**config.mk**
```make
export PLATFORM = sky130hd
export DESIGN_NAME = pws_fifo
export DESIGN_NICKNAME = d
export VERILOG_FILES = /design/src/hdl/pws_fifo.sv
export SDC_FILE = /design/constraint.sdc
export NUM_CORES = 1
export LEC_CHECK = 0
export BUFFER_PORTS_ARGS = -buffer_cell sky130_fd_sc_hd__buf_2
export CORE_ASPECT_RATIO = 0.9
export CORE_MARGIN = 1
export CORE_UTILIZATION = 55
export CTS_BUF_LIST = sky130_fd_sc_hd__clkbuf_4 sky130_fd_sc_hd__clkbuf_8 sky130_fd_sc_hd__clkbuf_16
export DETAILED_ROUTE_END_ITERATION = 10
export GPL_TIMING_DRIVEN = 0
export PLACE_DENSITY = 0.83
export SYNTH_ARGS = -nofsm -noshare
export SYNTH_HDL_FRONTEND = slang
export SYNTH_SLANG_ARGS = --single-unit
export TNS_END_PERCENT = 100
```
**constraint.sdc**
```tcl
create_clock -name clk -period 3.8 [get_ports clk]
set_input_delay 0.38 -clock clk [delete_from_list [all_inputs] [get_ports clk]]
set_output_delay 0.38 -clock clk [all_outputs]
set_load 0.05 [all_outputs]
```
**src/hdl/pws_fifo.sv**
```systemverilog
// Small first-in first-out queue held in flip-flops.
module pws_fifo #(
    parameter int WIDTH = 8,
    parameter int DEPTH = 4
) (
    input  logic             clk,
    input  logic             rst_n,
    input  logic             push,
    input  logic [WIDTH-1:0] din,
    output logic             full,
    input  logic             pop,
    output logic [WIDTH-1:0] dout,
    output logic             empty
);

    localparam int AW = (DEPTH > 1) ? $clog2(DEPTH) : 1;
    localparam int CW = $clog2(DEPTH + 1);

    logic [WIDTH-1:0] mem_reg [DEPTH];
    logic [AW-1:0]    wr_ptr_reg, wr_ptr_next;
    logic [AW-1:0]    rd_ptr_reg, rd_ptr_next;
    logic [CW-1:0]    count_reg, count_next;
    logic             do_push, do_pop;

    assign full    = (count_reg == CW'(DEPTH));
    assign empty   = (count_reg == '0);
    assign do_push = push && !full;
    assign do_pop  = pop && !empty;
    assign dout    = mem_reg[rd_ptr_reg];

    // Pointer and count update.
    always_comb
    begin
        wr_ptr_next = wr_ptr_reg;
        rd_ptr_next = rd_ptr_reg;
        count_next  = count_reg;
        if (do_push)
        begin
            wr_ptr_next = (wr_ptr_reg == AW'(DEPTH - 1)) ? '0 : wr_ptr_reg + 1'b1;
        end
        if (do_pop)
        begin
            rd_ptr_next = (rd_ptr_reg == AW'(DEPTH - 1)) ? '0 : rd_ptr_reg + 1'b1;
        end
        if (do_push && !do_pop)
        begin
            count_next = count_reg + 1'b1;
        end
        else if (do_pop && !do_push)
        begin
            count_next = count_reg - 1'b1;
        end
    end

    always_ff @(posedge clk or negedge rst_n)
    begin
        if (!rst_n)
        begin
            wr_ptr_reg <= '0;
            rd_ptr_reg <= '0;
            count_reg  <= '0;
        end
        else
        begin
            wr_ptr_reg <= wr_ptr_next;
            rd_ptr_reg <= rd_ptr_next;
            count_reg  <= count_next;
        end
    end

    // Storage.
    always_ff @(posedge clk)
    begin
        if (do_push)
        begin
            mem_reg[wr_ptr_reg] <= din;
        end
    end

endmodule

```
==> impl_metrics.toml, run 1 <==
[status]
status = "complete, no violations"

[clocking]
cts_tree = "yes"
cts_resized = 0
cts.clk_slew.worst_paths_ps = 110
cts.sinks = 39
cts_buffers = 5
clockBufferDepth = 2
clock_latency_ps = 350
cts_setup_buffers = 0
h-tree-depth = 2
holdBufCountCts = 1
root_buffer = "clkbuf_4"

[worst_setup_path]
path_class = "flop to output port"
crit_slowest_cell = "mux4_2"
cp_common_cell = "buf_2"
required_ps = 3420
arrival_ps = 1810
crit_chain = "buf_2 -> mux4_2 -> buf_2"
max_stage_delay_ps = 550
endpoint_kind = "output port"
startpoint_type = "flop"
cp_max_fo = 10

[place]
place.gp.congestion = 0.640
dp_hpwl_mm = 1.61
dpl_cell_area_um2 = 1780
place_worst_setup_slack_ps = 1800
placedCellCount = 140
io_buffers = 21

[global_routing]
track_usage = 0.178
grt_pass1_wl_mm = 3.59
grt_pass1_vias = 768
overflow = 0
antenna_found_initial = 0
grt_max_degree = 13

[route]
drt-total-wl_mm = 2.44
wl_per_cell_um = 16.4
vias = 780
drt_first_iter_violations = 24
firstDrtPassIters = 4
viasPerCell = 5.23
ant_nets = 0
drc = 0

[logic_synthesis]
async_reset_ff_frac = 0.179
synth_seq_cells = 39
seq_area_frac_synth = 0.701
synth_top_area_cell = "edfxtp_1"
synthesis.area_um2 = 1620
syn_nets = 98
synth_flop_cell = "edfxtp_1"
synth_top_area_share = 0.593
yosysWarnings = 0
synth_area_leaders = "edfxtp_1 59%, mux4_2 11%, dfrtp_1 11%"
syn_inst = 79
ys_types = 19
synth_edf_count = 32
avgSynthCellArea_um2 = 20.5

[layout]
final_area_um2 = 1890
nets = 127
drive_above_1_share = 0.468
largest_reg_flops = 32
layoutNonFillerInstCount = 149
n_fill_cell = 191
antennaDiodeCount = 0
area_growth_pct = 16.7

[worst_hold_path]
hp-class = "primary input to flop"

[sta]
slew_headroom = 0.650
tightest_slew_ps = 525
finalCritPeriodShare = 0.577
fmax_mhz = 456
hold_viol_final = 0
rsz0062_at_grt = "false"
final_max_slew_viol_count = 0
worst_slack_ps = 1610
fin_crit_ps = 2190
setup_violations = 0
skew_ps = 13.4
tns_ps = 0
finalHoldWorstSlack_ps = 232

[die]
ios = 22
die-area_um2 = 3170
die_w_um = 59.2
num_rows = 18
die_h_um = 53.5
core_area_um2 = 2770
initial_utilization = 0.585

[pwr]
power.density_nw_per_um2 = 893
vdd_drop_max_uv = 452
p_leak_nw = 0.725

[flow_run]
cap_violations = 0
## cells in the mapped netlist, types with 2 or more instances
| library cell | n |
|---|---|
| xor2_1 | 2 |
| edfxtp_1 | 32 |
| dfrtp_1 | 7 |
| and2_2 | 4 |
| ha_1 | 6 |
| nor2_1 | 3 |
| inv_1 | 3 |
| mux2_2 | 3 |
| mux2_4 | 2 |
| mux4_2 | 8 |
## worst paths after layout
path	endpoint	cells past startpoint	slack [ps]	startpoint
max in group asynchronous	count_reg[2]	2	3260	rst_n
hold / removal	mem_reg[0][5]	1	230	din[5]
setup / recovery	dout[2]	3	1610	rd_ptr_reg[0]
hold reg to reg	count_reg[2]	1	530	count_reg[2]
setup reg to reg	count_reg[2]	8	1740	count_reg[0]
min in group asynchronous	count_reg[0]	2	380	rst_n
## placed cells by master, fill, tap and decap left out, types with 2 or more instances in the layout
cell type	n
inv_1	3
clkbuf_4	6
mux2_4	2
mux4_2	8
nor2_1	3
edfxtp_1	32
dfrtp_1	7
bufinv_16	2
ha_1	6
mux2_2	3
and2_2	4
xor2_1	2
buf_2	22
## cell families (layout without fill, tap and decap cells)
kind of cell | count (synthesis) | count (layout) | synth area share
and+or+nand+nor | 11 | 11 | 0.0541
adders and majority gates | 7 | 7 | 0.0587
buffers and inverters | 6 | 36 | 0.0193
xor gates and xnor gates | 3 | 3 | 0.0162
DFF | 39 | 39 | 0.701
muxes | 13 | 13 | 0.151
## critical path, delay by kind of cell, from the launching register on
kind | cells | cell delay (ps)
muxes | 1 | 550
DFF | 1 | 370
buffers and inverters | 2 | 540
## per-layer routing
| layer | wire length (µm) | share of wire | track usage |
|---|---|---|---|
| met4 | 46 | 0.019 | 0.0952 |
| met3 | 118 | 0.048 | 0.0807 |
| met5 | 0 | 0 | 0 |
| met2 | 1280 | 0.53 | 0.275 |
| met1 | 994 | 0.41 | 0.208 |
## where the power goes
group          leakage (nW)  internal [mW]  switching, mW
logic                 0.294          0.263          0.440
clock network        0.0559          0.212          0.132
registers             0.375          0.579         0.0622
total                 0.725           1.05          0.635
## layout make-up
class                           instances  area (µm²)  share of cell area
Inverter                                3        11.3             0.00596
Tap cell                               40        50.0              0.0265
Multi-Input combinational cell         34         453               0.240
Clock buffer                            6        45.0              0.0238
Timing Repair Buffer                   22         115              0.0609
Buffer                                  3        20.0              0.0106
Clock inverter                          2        60.1              0.0318
Sequential cell                        39        1140               0.601
## per-stage QoR
step	utilization	power [mW]
floorplan	-	1.21
finish	0.682	1.69
CTS	0.682	1.70
global placement	0.641	1.32
detailed placement	0.641	1.35
global route	0.682	1.77
No activity file was read; power rests on OpenSTA's default activity.
==> run 2: changes to the inputs <==
--- a/config.mk
+++ b/config.mk
@@ -5,14 +5,15 @@
 export SDC_FILE = /design/constraint.sdc
 export NUM_CORES = 1
 export LEC_CHECK = 0
+export ABC_AREA = 1
 export BUFFER_PORTS_ARGS = -buffer_cell sky130_fd_sc_hd__buf_2
 export CORE_ASPECT_RATIO = 0.9
 export CORE_MARGIN = 1
-export CORE_UTILIZATION = 55
+export CORE_UTILIZATION = 51
 export CTS_BUF_LIST = sky130_fd_sc_hd__clkbuf_4 sky130_fd_sc_hd__clkbuf_8 sky130_fd_sc_hd__clkbuf_16
 export DETAILED_ROUTE_END_ITERATION = 10
 export GPL_TIMING_DRIVEN = 0
-export PLACE_DENSITY = 0.83
+export PLACE_DENSITY = 0.8
 export SYNTH_ARGS = -nofsm -noshare
 export SYNTH_HDL_FRONTEND = slang
 export SYNTH_SLANG_ARGS = --single-unit
==> constraint.sdc (replaced) <==
create_clock -name clk -period 1.9 [get_ports clk]
set_input_delay 0.19 -clock clk [delete_from_list [all_inputs] [get_ports clk]]
set_output_delay 0.19 -clock clk [all_outputs]
set_load 0.05 [all_outputs]
==> run 2 against run 1 <==
Sequential cell count unchanged. Critical path depth up 7. Total power up 130%.
==> impl_metrics.toml, run 2 <==
[sta]
skew_ps = 7.95
fmax_mhz = 563
finalHoldWorstSlack_ps = 112
finalCritPeriodShare = 0.935
tns_ps = 0
fin_crit_ps = 1780
setup_violations = 0
rsz0062_at_grt = "false"
final_max_slew_viol_count = 0
slew_headroom = 0.443
hold_viol_final = 0
tightest_slew_ps = 833

[place]
place.gp.congestion = 0.702
dpl_cell_area_um2 = 1920
dp_hpwl_mm = 2.26
placedCellCount = 217
io_buffers = 21

[layout]
final_cell_mix = "37 x nand2_1, 32 x edfxtp_1, 30 x inv_1"
antennaDiodeCount = 0
layoutNonFillerInstCount = 228
drive_above_1_share = 0.242
multi_input_area_um2 = 474
layout_commonest_cell = "nand2_1"
nets = 204
regArea_um2 = 1140
n_fill_cell = 243
final_area_um2 = 2110
largest_reg_flops = 32
area_growth_pct = 19.8

[logic_synthesis]
yosys.area_share.adder = 0.0541
synth_xor_area_frac = 0.00498
yosysWarnings = 0
synthesis.area_um2 = 1760
synth_top_area_cell = "edfxtp_1"
synth_edf_count = 32
ys_types = 16
avgSynthCellArea_um2 = 11.4
synth_seq_cells = 39
syn_inst = 154
seq_area_frac_synth = 0.646
synth_top_area_share = 0.546
synth_area_leaders = "edfxtp_1 55%, dfrtp_1 10%, nand2_1 8.1%"
synthMuxAreaShare = 0
yosysMostFrequentCell = "nand2_1"
synth_flop_cell = "edfxtp_1"
synth-compound-area-share = 0.0740
yosys.area_share.simple = 0.121
netlist_top_cells_count = "38 x nand2_1, 32 x edfxtp_1, 31 x inv_1"
async_reset_ff_frac = 0.179
synth_top_family_by_area = "simple AND/OR/NAND/NOR gates"
syn_nets = 173

[die]
die_w_um = 63.9
ios = 22
initial_utilization = 0.556
die_h_um = 57.7
die-area_um2 = 3690
num_rows = 19
core_area_um2 = 3160

[route]
vias = 1157
drt_first_iter_violations = 33
drc = 0
wl_per_cell_um = 14.8
wl_met2_mm = 1.86
ant_nets = 0
top_layer = "met4"
viasPerCell = 5.07
firstDrtPassIters = 4
wl_met3_um = 171
met1_length_mm = 1.30
drt-total-wl_mm = 3.37

[worst_setup_path]
path_class = "flop to flop"
endpoint_kind = "flop"
startpoint_type = "flop"
required_ps = 2080
cp_max_fo = 4
arrival_ps = 1960

[clocking]
clockBufferDepth = 2
root_buffer = "clkbuf_8"
h-tree-depth = 2
cts.sinks = 39
cts_tree = "yes"
cts_buffers = 5
clock_latency_ps = 290
cts.clk_slew.worst_paths_ps = 80

[pwr]
vdd_drop_max_uv = 1100
p_int_mw = 2.23
p_total_mw = 3.88
p_clk_frac = 0.213
p_sw_mw = 1.65
power.density_nw_per_um2 = 1840
power_frac_seq = 0.323
p_leak_nw = 0.946
comb_power_share = 0.463
swShare = 0.426

[global_routing]
grt_pass1_vias = 1165
track_usage = 0.206
overflow = 0
grt_pass1_wl_mm = 5.40
grt_max_degree = 13
antenna_found_initial = 0

[flow_run]
cap_violations = 0

[worst_hold_path]
hp-class = "primary input to flop"

[status]
status = "complete, no violations"
-- run 2: changes by cell type in the layout (fill, tap and decap cells not counted), moves of 3 or more --
cell / change
buf_6: +4
clkbuf_8: +5
mux4_2: -8
and2_2: -4
nand2_1: +37
nand3_1: +5
o211ai_1: +15
clkbuf_4: -5
nor2_1: +3
inv_1: +27
mux2_2: -3
-- run 2: area by class of cell --
class	instances	area share
flip-flops and latches	39	0.540
multi-input cells	78	0.225
repair buffers	24	0.0618
inverters	32	0.0570
clock buffers	6	0.0362
clock inverters	2	0.0285
plain buffers	5	0.0267
well taps	42	0.0249
-- run 2: cell families after synthesis --
family                   count (synthesis)
flip-flops                              39
XOR/XNOR                                 1
AO/OA/AOI/OAI                           17
buffers and inverters                   37
adder cells (fa/ha/maj)                  7
AND/OR/NAND/NOR                         53
-- run 2: through the flow --
stage,setup WS [ps],util
4_1_cts,7.52,0.654
3_3_place_gp,95.4,0.606
2_1_floorplan,207,-
3_5_place_dp,-33.0,0.606
6_report,123,0.666
5_1_grt,15.7,0.666
-- run 2: final timing paths --
check,slack (ps),startpoint,cells after the start,end
max,120,count_reg[2],10,count_reg[2]
min,110,din[2],1,mem_reg[0][2]
max reg2reg,120,count_reg[2],10,count_reg[2]
min reg2reg,560,wr_ptr_reg[1],2,wr_ptr_reg[1]
max in group asynchronous,1470,rst_n,2,count_reg[0]
min in group asynchronous,260,rst_n,2,count_reg[1]
-- run 2: worst max-delay path: stages, from the launching register on --
cell,delay (ps)
dfrtp_1,430
inv_1,120
nand3_2,120
nand2_2,110
ha_1,180
inv_1,70
fa_2,350
inv_1,90
nand2_1,70
nand4_1,70
nand2_1,60
-- run 2: metal layers --
metal | global-route usage | vias up
li1 | - | 566
met1 | 0.234 | 558
met2 | 0.378 | 30
met3 | 0.0591 | 3
met4 | 0.0584 | 0
met5 | 0 | -
-- run 2: what timing repair did --
item / 4_1_cts / 5_1_grt
cloned: 0 / 0
resized for setup: 1 / 7
hold endpoints to repair: 7 / 0
hold buffers: 1 / 0
buffers inserted: 0 / 2
endpoints found under the setup margin: 2 / 2
-- run 2: power groups by stage --
stage	logic, mW	clock network (mW)	registers, mW
detailed placement	1.72	0	1.28
floorplan	1.33	0	1.25
finish	1.80	0.829	1.25
global placement	1.64	0	1.26
CTS	1.73	0.827	1.26
global route	1.97	0.858	1.28
==> run 3: changes to the inputs <==
--- a/config.mk
+++ b/config.mk
@@ -5,13 +5,13 @@
 export SDC_FILE = /design/constraint.sdc
 export NUM_CORES = 1
 export LEC_CHECK = 0
-export ABC_AREA = 1
 export BUFFER_PORTS_ARGS = -buffer_cell sky130_fd_sc_hd__buf_2
 export CORE_ASPECT_RATIO = 0.9
 export CORE_MARGIN = 1
-export CORE_UTILIZATION = 51
+export CORE_UTILIZATION = 50
 export CTS_BUF_LIST = sky130_fd_sc_hd__clkbuf_4 sky130_fd_sc_hd__clkbuf_8 sky130_fd_sc_hd__clkbuf_16
 export DETAILED_ROUTE_END_ITERATION = 10
+export GPL_ROUTABILITY_DRIVEN = 0
 export GPL_TIMING_DRIVEN = 0
 export PLACE_DENSITY = 0.8
 export SYNTH_ARGS = -nofsm -noshare
==> run 3 against run 2 <==
Register-to-register slack got worse by 110 ps. Sequential power increased by 6%. Highest routed layer unchanged. Critical path type unchanged. Clock power decreased by 42%. Setup slack got worse by 110 ps.
==> impl_metrics.toml, run 3 (same netlist as run 1, synthesis figures left out) <==
[layout]
layout_commonest_cell = "edfxtp_1"
nets = 134
drive_above_1_share = 0.560
largest_reg_flops = 32
layoutNonFillerInstCount = 158
area_growth_pct = 20.8
antennaDiodeCount = 0
final_area_um2 = 1960
final_cell_mix = "32 x edfxtp_1, 20 x buf_2, 9 x buf_4"

[worst_setup_path]
cp_max_fo = 4
required_ps = 2150
arrival_ps = 2140
path_class = "flop to flop"
startpoint_type = "flop"
endpoint_kind = "flop"

[die]
core_area_um2 = 3070
num_rows = 19
die-area_um2 = 3470
initial_utilization = 0.528
die_h_um = 56.0
die_w_um = 62.0
ios = 22

[route]
viasPerCell = 5.28
firstDrtPassIters = 6
drt_first_iter_violations = 31
wl_per_cell_um = 16.7
vias = 834
drt-total-wl_mm = 2.64
drc = 0
ant_nets = 0

[global_routing]
track_usage = 0.174
grt_max_degree = 12
grt_pass1_wl_mm = 4.00
grt_pass1_vias = 874
antenna_found_initial = 0
overflow = 0

[clocking]
clockBufferDepth = 2
clock_latency_ps = 350
cts.sinks = 39
h-tree-depth = 2
root_buffer = "clkbuf_4"
cts.clk_slew.worst_paths_ps = 110
cts_tree = "yes"
cts_buffers = 5

[sta]
setup_violations = 0
skew_ps = 9.06
slew_headroom = 0.704
fin_crit_ps = 1890
final_max_slew_viol_count = 0
finalCritPeriodShare = 0.994
rsz0062_at_grt = "true"
hold_viol_final = 0
tightest_slew_ps = 443
fmax_mhz = 529

[flow_run]
cap_violations = 0

[pwr]
p_total_mw = 3.37
vdd_drop_max_uv = 719
p_leak_nw = 0.754
power.density_nw_per_um2 = 1720

[worst_hold_path]
hp-class = "primary input to flop"

[place]
placedCellCount = 142
io_buffers = 21
dpl_cell_area_um2 = 1800
dp_hpwl_mm = 1.77

[status]
status = "complete, no violations"
## run 3: final cells by class
| type | count | area [µm²] |
|---|---|---|
| buffer | 2 | 26.3 |
| multi-input combinational | 34 | 479 |
| timing repair buffer | 30 | 178 |
| inverter | 3 | 11.3 |
| fill | 209 | 1110 |
| sequential | 39 | 1140 |
| tap | 42 | 52.6 |
| clock buffer | 8 | 72.6 |
## run 3: layer usage
layer	track usage	wire, µm	part of all wire
met1	0.186	990	0.38
met5	0	0	0
met3	0.0651	108	0.041
met4	0.0889	53	0.020
met2	0.289	1480	0.56
## run 3: worst paths after layout
check | end | start | depth (start not counted) | slack, ps
worst max-delay path | count_reg[2] | count_reg[1] | 8 | 10
worst min-delay path | mem_reg[1][6] | din[6] | 1 | 50
worst max register to register | count_reg[2] | count_reg[1] | 8 | 10
worst min register to register | wr_ptr_reg[1] | wr_ptr_reg[1] | 1 | 610
max in group asynchronous | count_reg[0] | rst_n | 2 | 1540
min in group asynchronous | wr_ptr_reg[0] | rst_n | 2 | 180
## run 3: worst max-delay path: stages (launching register included)
cell and delay (ps):
dfrtp_2 470, nor3_4 230, nand2b_4 180, ha_4 140, inv_2 40, fa_2 340
xor2_1 170, nor2_1 70, xor2_1 160
## run 3: metrics by stage
stage / hold WS, ps / TNS, ps / util / setup slack [ps]
floorplan: -106 / -574 / - / -296
global placement: 28.8 / 0 / 0.588 / 38.8
detailed placement: 31.9 / -58.9 / 0.588 / -39.0
CTS: 40.4 / 0 / 0.624 / 3.73
global route: 36.1 / -157 / 0.639 / -98.2
finish: 48.3 / 0 / 0.639 / 10.8
## run 3: where the power goes
part	switching [mW]	internal, mW
clock network	0.250	0.232
registers	0.172	1.16
logic	0.895	0.661
## run 3: repair_timing
| action | 4_1_cts | 5_1_grt |
|---|---|---|
| buffers inserted | 3 | 5 |
| resized for setup | 4 | 3 |
| hold buffers | 1 | 0 |
| pin swaps | 1 | 3 |
| endpoints found under the setup margin | 10 | 10 |
| endpoints found under the hold margin | 7 | 0 |
